[config.mk]
export PLATFORM = sky130hd
export DESIGN_NAME = rotary_detent_decoder
export DESIGN_NICKNAME = d
export VERILOG_FILES = /design/src/sv/rdd_pkg.sv /design/src/sv/rotary_detent_decoder.sv
export SDC_FILE = /design/constraint.sdc
export NUM_CORES = 1
export LEC_CHECK = 0
export BUFFER_PORTS_ARGS = -buffer_cell sky130_fd_sc_hd__buf_2
export CAP_MARGIN = 25
export CORE_MARGIN = 3
export CORE_UTILIZATION = 32
export CTS_CLUSTER_DIAMETER = 150
export DETAILED_ROUTE_END_ITERATION = 8
export PLACE_DENSITY_LB_ADDON = 0.1
export SETUP_SLACK_MARGIN = 0.3
export SYNTH_ARGS = -nofsm -noshare
export SYNTH_HDL_FRONTEND = slang
export SYNTH_SLANG_ARGS = --single-unit
[constraint.sdc]
create_clock -name clock -period 7.7 [get_ports clock]
set_clock_uncertainty 0.05 [all_clocks]
set_input_delay 0 -clock clock [delete_from_list [all_inputs] [get_ports clock]]
set_output_delay 0 -clock clock [all_outputs]
set_load 0.01 [all_outputs]
[src/sv/rdd_pkg.sv]
`default_nettype none

package rdd_pkg;

   // Field widths
   localparam int unsigned PosWidth  = 16;
   localparam int unsigned StepWidth = 15;
   localparam int unsigned AddrWidth = 4;
   localparam int unsigned DataWidth = 32;
   // Position plus or minus step, with room for the range check
   localparam int unsigned SumWidth  = PosWidth + 2;

   // Register map, index = byte address / 4
   typedef enum logic [1:0] {
      REG_VALUE_MIN = 2'd0,
      REG_VALUE_MAX = 2'd1,
      REG_STEP_SIZE = 2'd2
   } reg_index_type;

   // Values of the moved field
   typedef enum logic [1:0] {
      MOVED_NONE = 2'd0,
      MOVED_DOWN = 2'd1,
      MOVED_UP   = 2'd2
   } moved_type;

   // Register reset values
   localparam logic signed [PosWidth-1:0] ValueMinReset = 16'sd0;
   localparam logic signed [PosWidth-1:0] ValueMaxReset = 16'sd100;
   localparam logic [StepWidth-1:0]       StepSizeReset = 15'd1;

endpackage

`default_nettype wire

[src/sv/rotary_detent_decoder.sv]
// Pipeline: an accepted edge event passes through the input register, then the result
// register, before its result appears on rsp_valid. Throughput: one edge event per cycle
// while rsp_stall does not hold the result stage; position and arm bits update in the
// result stage, so each event sees the state left by the one before it.
// Reset (synchronous, active high): arm bits and position clear to zero, value_min = 0,
// value_max = 100, step_size = 1; both pipeline stages empty.
`default_nettype none

module rotary_detent_decoder (
   input  wire logic                                clock,
   input  wire logic                                reset,
   // edge event channel
   input  wire logic                                req_valid,
   output logic                                     req_stall,
   input  wire logic                                req_edge_on_b,
   input  wire logic                                req_level_a,
   input  wire logic                                req_level_b,
   // result channel
   output logic                                     rsp_valid,
   input  wire logic                                rsp_stall,
   output logic signed [rdd_pkg::PosWidth-1:0]      rsp_position,
   output logic [1:0]                               rsp_moved,
   // register port
   input  wire logic                                csr_psel,
   input  wire logic                                csr_penable,
   input  wire logic                                csr_pwrite,
   input  wire logic [rdd_pkg::AddrWidth-1:0]       csr_paddr,
   input  wire logic [rdd_pkg::DataWidth-1:0]       csr_pwdata,
   output logic [rdd_pkg::DataWidth-1:0]            csr_prdata,
   output logic                                     csr_pready
);

   localparam int unsigned PW = rdd_pkg::PosWidth;
   localparam int unsigned SW = rdd_pkg::StepWidth;
   localparam int unsigned XW = rdd_pkg::SumWidth;

   // configuration registers
   logic signed [PW-1:0] value_min_ff;
   logic signed [PW-1:0] value_max_ff;
   logic [SW-1:0]        step_size_ff;

   // input stage
   logic in_valid_ff;
   logic in_edge_on_b_ff;
   logic in_level_a_ff;
   logic in_level_b_ff;

   // decoder state
   logic                 expect_a_ff, expect_a_in;
   logic                 expect_b_ff, expect_b_in;
   logic signed [PW-1:0] position_ff, position_in;

   // result stage
   logic                 rsp_valid_ff;
   logic signed [PW-1:0] rsp_position_ff;
   rdd_pkg::moved_type   rsp_moved_ff, moved_in;

   logic                 advance;
   logic                 csr_write;
   rdd_pkg::reg_index_type csr_index;
   logic signed [XW-1:0] pos_ext, min_ext, max_ext, step_ext;
   logic signed [XW-1:0] sum_down, sum_up;
   logic                 down_out, up_out;

   // result stage moves when it is empty or its transfer completes
   assign advance   = !rsp_valid_ff || !rsp_stall;
   assign req_stall = in_valid_ff && !advance;

   // register port decode
   assign csr_pready = 1'b1;
   assign csr_write  = csr_psel && csr_penable && csr_pwrite;
   assign csr_index  = rdd_pkg::reg_index_type'(csr_paddr[3:2]);

   always_ff @(posedge clock) begin
      if (reset) begin
         value_min_ff <= rdd_pkg::ValueMinReset;
         value_max_ff <= rdd_pkg::ValueMaxReset;
         step_size_ff <= rdd_pkg::StepSizeReset;
      end else if (csr_write) begin
         case (csr_index)
            rdd_pkg::REG_VALUE_MIN: value_min_ff <= csr_pwdata[PW-1:0];
            rdd_pkg::REG_VALUE_MAX: value_max_ff <= csr_pwdata[PW-1:0];
            rdd_pkg::REG_STEP_SIZE: step_size_ff <= csr_pwdata[SW-1:0];
            default: ;
         endcase
      end
   end

   // register readback, signed registers sign extended
   always_comb begin
      case (csr_index)
         rdd_pkg::REG_VALUE_MIN:
            csr_prdata = {{(rdd_pkg::DataWidth-PW){value_min_ff[PW-1]}}, value_min_ff};
         rdd_pkg::REG_VALUE_MAX:
            csr_prdata = {{(rdd_pkg::DataWidth-PW){value_max_ff[PW-1]}}, value_max_ff};
         rdd_pkg::REG_STEP_SIZE:
            csr_prdata = {{(rdd_pkg::DataWidth-SW){1'b0}}, step_size_ff};
         default:
            csr_prdata = '0;
      endcase
   end

   // input register
   always_ff @(posedge clock) begin
      if (reset) begin
         in_valid_ff <= 1'b0;
      end else if (!req_stall) begin
         in_valid_ff <= req_valid;
      end
   end

   always_ff @(posedge clock) begin
      if (!req_stall && req_valid) begin
         in_edge_on_b_ff <= req_edge_on_b;
         in_level_a_ff   <= req_level_a;
         in_level_b_ff   <= req_level_b;
      end
   end

   // wide intermediate for the range check
   assign pos_ext  = XW'(position_ff);
   assign min_ext  = XW'(value_min_ff);
   assign max_ext  = XW'(value_max_ff);
   assign step_ext = $signed({{(XW-SW){1'b0}}, step_size_ff});
   assign sum_down = pos_ext - step_ext;
   assign sum_up   = pos_ext + step_ext;
   assign down_out = (sum_down < min_ext) || (sum_down > max_ext);
   assign up_out   = (sum_up < min_ext) || (sum_up > max_ext);

   // detent decode
   always_comb begin
      expect_a_in = expect_a_ff;
      expect_b_in = expect_b_ff;
      position_in = position_ff;
      moved_in    = rdd_pkg::MOVED_NONE;
      if (!in_edge_on_b_ff) begin
         if (in_level_a_ff && in_level_b_ff && expect_a_ff) begin
            // A edge back into detent: step down, wrap to max
            position_in = down_out ? value_max_ff : sum_down[PW-1:0];
            expect_a_in = 1'b0;
            expect_b_in = 1'b0;
            moved_in    = rdd_pkg::MOVED_DOWN;
         end else if (in_level_a_ff && !in_level_b_ff) begin
            expect_a_in = 1'b0;
            expect_b_in = 1'b1;
         end
      end else begin
         if (in_level_a_ff && in_level_b_ff && expect_b_ff) begin
            // B edge back into detent: step up, wrap to min
            position_in = up_out ? value_min_ff : sum_up[PW-1:0];
            expect_a_in = 1'b0;
            expect_b_in = 1'b0;
            moved_in    = rdd_pkg::MOVED_UP;
         end else if (in_level_b_ff && !in_level_a_ff) begin
            expect_a_in = 1'b1;
            expect_b_in = 1'b0;
         end
      end
   end

   // state and result register
   always_ff @(posedge clock) begin
      if (reset) begin
         expect_a_ff  <= 1'b0;
         expect_b_ff  <= 1'b0;
         position_ff  <= '0;
         rsp_valid_ff <= 1'b0;
      end else if (advance) begin
         rsp_valid_ff <= in_valid_ff;
         if (in_valid_ff) begin
            expect_a_ff <= expect_a_in;
            expect_b_ff <= expect_b_in;
            position_ff <= position_in;
         end
      end
   end

   always_ff @(posedge clock) begin
      if (advance && in_valid_ff) begin
         rsp_position_ff <= position_in;
         rsp_moved_ff    <= moved_in;
      end
   end

   assign rsp_valid    = rsp_valid_ff;
   assign rsp_position = rsp_position_ff;
   assign rsp_moved    = rsp_moved_ff;

endmodule

`default_nettype wire

==> results.md <==
- Hold path start: csr_penable
- Fmax: 179 MHz
- Pre-CTS setup slack: 2.15 ns
- R2r setup slk: ~2.1 ns
- Slowest cell on the critical path: o221a_2
- Distinct cells, synth: 77
- Worst r2r src: step_size_ff[0]$_SDFFE_PP1P_
- I/O Buffers: 79
- Logic pwr share: between 30% and 40%
- Post-synth EDFFs: 21
- Crit Path Category: flop to flop
- # IOs: 99
- Top cells by count, synth: 152 x nand2_1, 96 x ha_1, 88 x a21oi_1
- Largest family of logic cells by synthesized area: compound AO/OA/AOI/OAI gates
- Clk Latency, worst-skew pair: 0.36 ns
- Max Cap Viol: 0
- R2R cell count: 17
- Worst hold path endpoint: value_min_ff[1]$_SDFFE_PP0P_
- Synthesized netlist cell count: 912
- H-tree Lvls: 3
- Post-synthesis sequential area ratio: 26.9%
- GP Congestion: 0.843
- Via density: 5.28
- Synth top area share: 18.3%
- Clk pwr share: 33.2%
- Sequential power share: roughly 34%
- Hold_ws: 0.0962 ns
- Clk sinks: between 80 and 90
- Worst Hold Class: primary input to flop
- Post-Synth XOR/XNOR Area: 2.97%
- Gr usage total: 19.1%
- Post-Route WL: 23000 um
- Largest cells by area after synthesis: dfxtp_1 18%, ha_1 16%, edfxtp_1 8.6%, nand2_1 7.8%, a21oi_1 6.0%
- DRC: 0
- Top-count cell post-synth: nand2_1
- Slew headroom: 29.2%
- Min Tclk post-route: 5.60 ns
- Placed Cells incl. Taps: about 1200
- Worst setup SP type: flop
- Dpl cell area: ~7800 um2
- Post-Synth Simple-Gate Area: 17.9%
- Final worst slack: around 2.1 ns
- RSZ-0062 raised after global routing: no
- Via count: 6607
- Total power: between 1 and 1.5 mW
- PwrDens: 180 nW/um2
- Vias in the first global route: 6401
- Cell depth of the worst hold path: 5
- Slew @ Worst Pin: approximately 1.1 ns
- Post-Syn Nets: 1056
- Syn_area_per_cell: 8.04 um2
- Required time of the worst setup path: 7.73 ns
- Post-route ant nets: 0
- Cell area after layout: 8330 um2
- Critical Path, Cell by Cell: ha_1, fa_1, nor2b_1, o21a_1, or3_4, a31oi_1, o2bb2ai_2, nor2_1, nor3b_1, ha_1, a311oi_1, o221ai_1, o311ai_1, o221a_2, mux2_1, a22oi_1, nand2_1
- Final Util: between 30% and 40%
- Largest fanout on the critical path: 19
- Final Hold Vio Count: 0
- Leakage power: 3.51 nW
- Final std cells w/o fill: 1251
- Largest net degree at the start of global routing: 54
- Initial antenna violation count: 0
- Post-synthesis instance area: roughly 7300 um2
- N_diodes: 0
- R2R Path End: rsp_position[8]$_DFFE_PP_
- Outcome: finished clean
- Setup TNS: 0 ns
- #FFs+latches synth: 88
- Synthesis Warnings: 0
- WL/cell: between 15 and 20 um
- Internal power: 976 uW
- Nets: 1110
- Synth area leader: dfxtp_1
- Critical Path End Type: flop
- Iter 0 DRT Violations: 361
- Clock tree buffer depth: 2
- Period utilization: 72.7%
- Max stage delay on crit path: approximately 0.6 ns
- VDD IR max: 0.109 mV
- Setup violators final: 0
- First-pass GRT wire length: 36500 um
- # rows: 54
- Max Slew Vio Count: 0
- Synth Flop Type: dfxtp_1
- CP arrival: 5.63 ns
- Share of cells above drive strength 1: 13.2%
- First drt pass iteration count: 5
- Die ar.: 24800 um2
- Setup Fix Bufs, Post-CTS: 0
- Core area: roughly 22000 um2
- Synth Area in Compound Gates: 23.0%
- Cell chosen for the clock root: clkbuf_16
- CTS tree: yes
- Die Height: 157 um
- Final HPWL DP: 17800 um
- Layout area overhead: 13.6%
- Switching power: 522 uW
- Post-synthesis mux area share: around 4.6%
- Switching part of the total: 34.9%
- CP Launch Point: step_size_ff[0]$_SDFFE_PP1P_
- Clock slew at reported path FFs: about 0.07 ns
- Total CTS buffers: 9
- Most used cell, CP: ha_1
- Async set-reset flop share out of synthesis: 0%
- Post-synthesis adder-cell area fraction: around 17%
- Gr ovfl total: 0
- Die width: 157 um
- Initial Utilization: 33.1%
==> final cells by class <==
type | count | area (um2)
Tap cell | 280 | 350
Sequential cell | 88 | 1970
Multi-Input combinational cell | 704 | 4810
Clock buffer | 9 | 225
Clock inverter | 7 | 104
Fill cell | 2363 | 13800
Timing Repair Buffer | 108 | 666
Inverter | 55 | 206
==> metal layers <==
| layer | part of all wire, % | wire length (um) | track usage (%) |
|---|---|---|---|
| met5 | 0 | 0 | 0 |
| met4 | 1.5 | 346 | 5.08 |
| met3 | 3.7 | 848 | 1.79 |
| met2 | 42 | 9600 | 28.9 |
| met1 | 53 | 12200 | 29.1 |
==> cells by family after synthesis <==
| group | count (synthesis) |
|---|---|
| xor+xnor | 24 |
| compound gates | 261 |
| simple gates | 289 |
| fa+ha+maj | 98 |
| mux | 31 |
| flops | 88 |
| other cells | 1 |
| buf+inv | 120 |
==> worst max-delay path by stage <==
stage | end | slack, ns | depth (start not counted)
floorplan | rsp_position[10]$_DFFE_PP_ | 3.12 | 19
global placement | rsp_position[8]$_DFFE_PP_ | 2.19 | 17
detailed placement | rsp_position[8]$_DFFE_PP_ | 2.15 | 17
CTS | rsp_position[8]$_DFFE_PP_ | 2.10 | 17
global route | rsp_position[8]$_DFFE_PP_ | 1.80 | 17
finish | rsp_position[8]$_DFFE_PP_ | 2.10 | 17
==> sequential cells by signal, indices dropped and copies added (netlist names), 2 cells and up <==
signal,flops
value_min_ff,16
step_size_ff,15
rsp_position,16
value_max_ff,16
rsp_moved,2
position_ff,16
==> cell usage in the layout, fill, tap and decap left out, types with 21 or more instances in the layout <==
master and count:
nand2_1 152, ha_1 96, a21oi_1 88, buf_2 79, dfxtp_1 67, o21ai_0 54
inv_1 53, nor2_1 45, nand3_1 23, dlygate4sd3_1 21, edfxtp_1 21
==> power groups by stage <==
stage / registers, mW / clock network (mW) / logic [mW]
final: 0.505 / 0.498 / 0.496
after detailed placement: 0.515 / 0 / 0.487
after CTS: 0.504 / 0.512 / 0.498
after global placement: 0.515 / 0 / 0.487
after floorplan: 0.512 / 0 / 0.363
after global routing: 0.507 / 0.532 / 0.565
==> critical path: cells and delay by family (launching register included) <==
kind / cells / cell delay (ns)
AO/OA/AOI/OAI: 8 / 2.30
adder cells (fa/ha/maj): 3 / 1.02
flip-flops: 1 / 0.35
multiplexers: 1 / 0.38
AND/OR/NAND/NOR: 5 / 1.21
==> what timing repair did <==
action	CTS	global route
hold endpoints to repair	52	0
resized for setup	0	0
hold buffers	21	0
No activity file was read; power rests on OpenSTA's default activity.
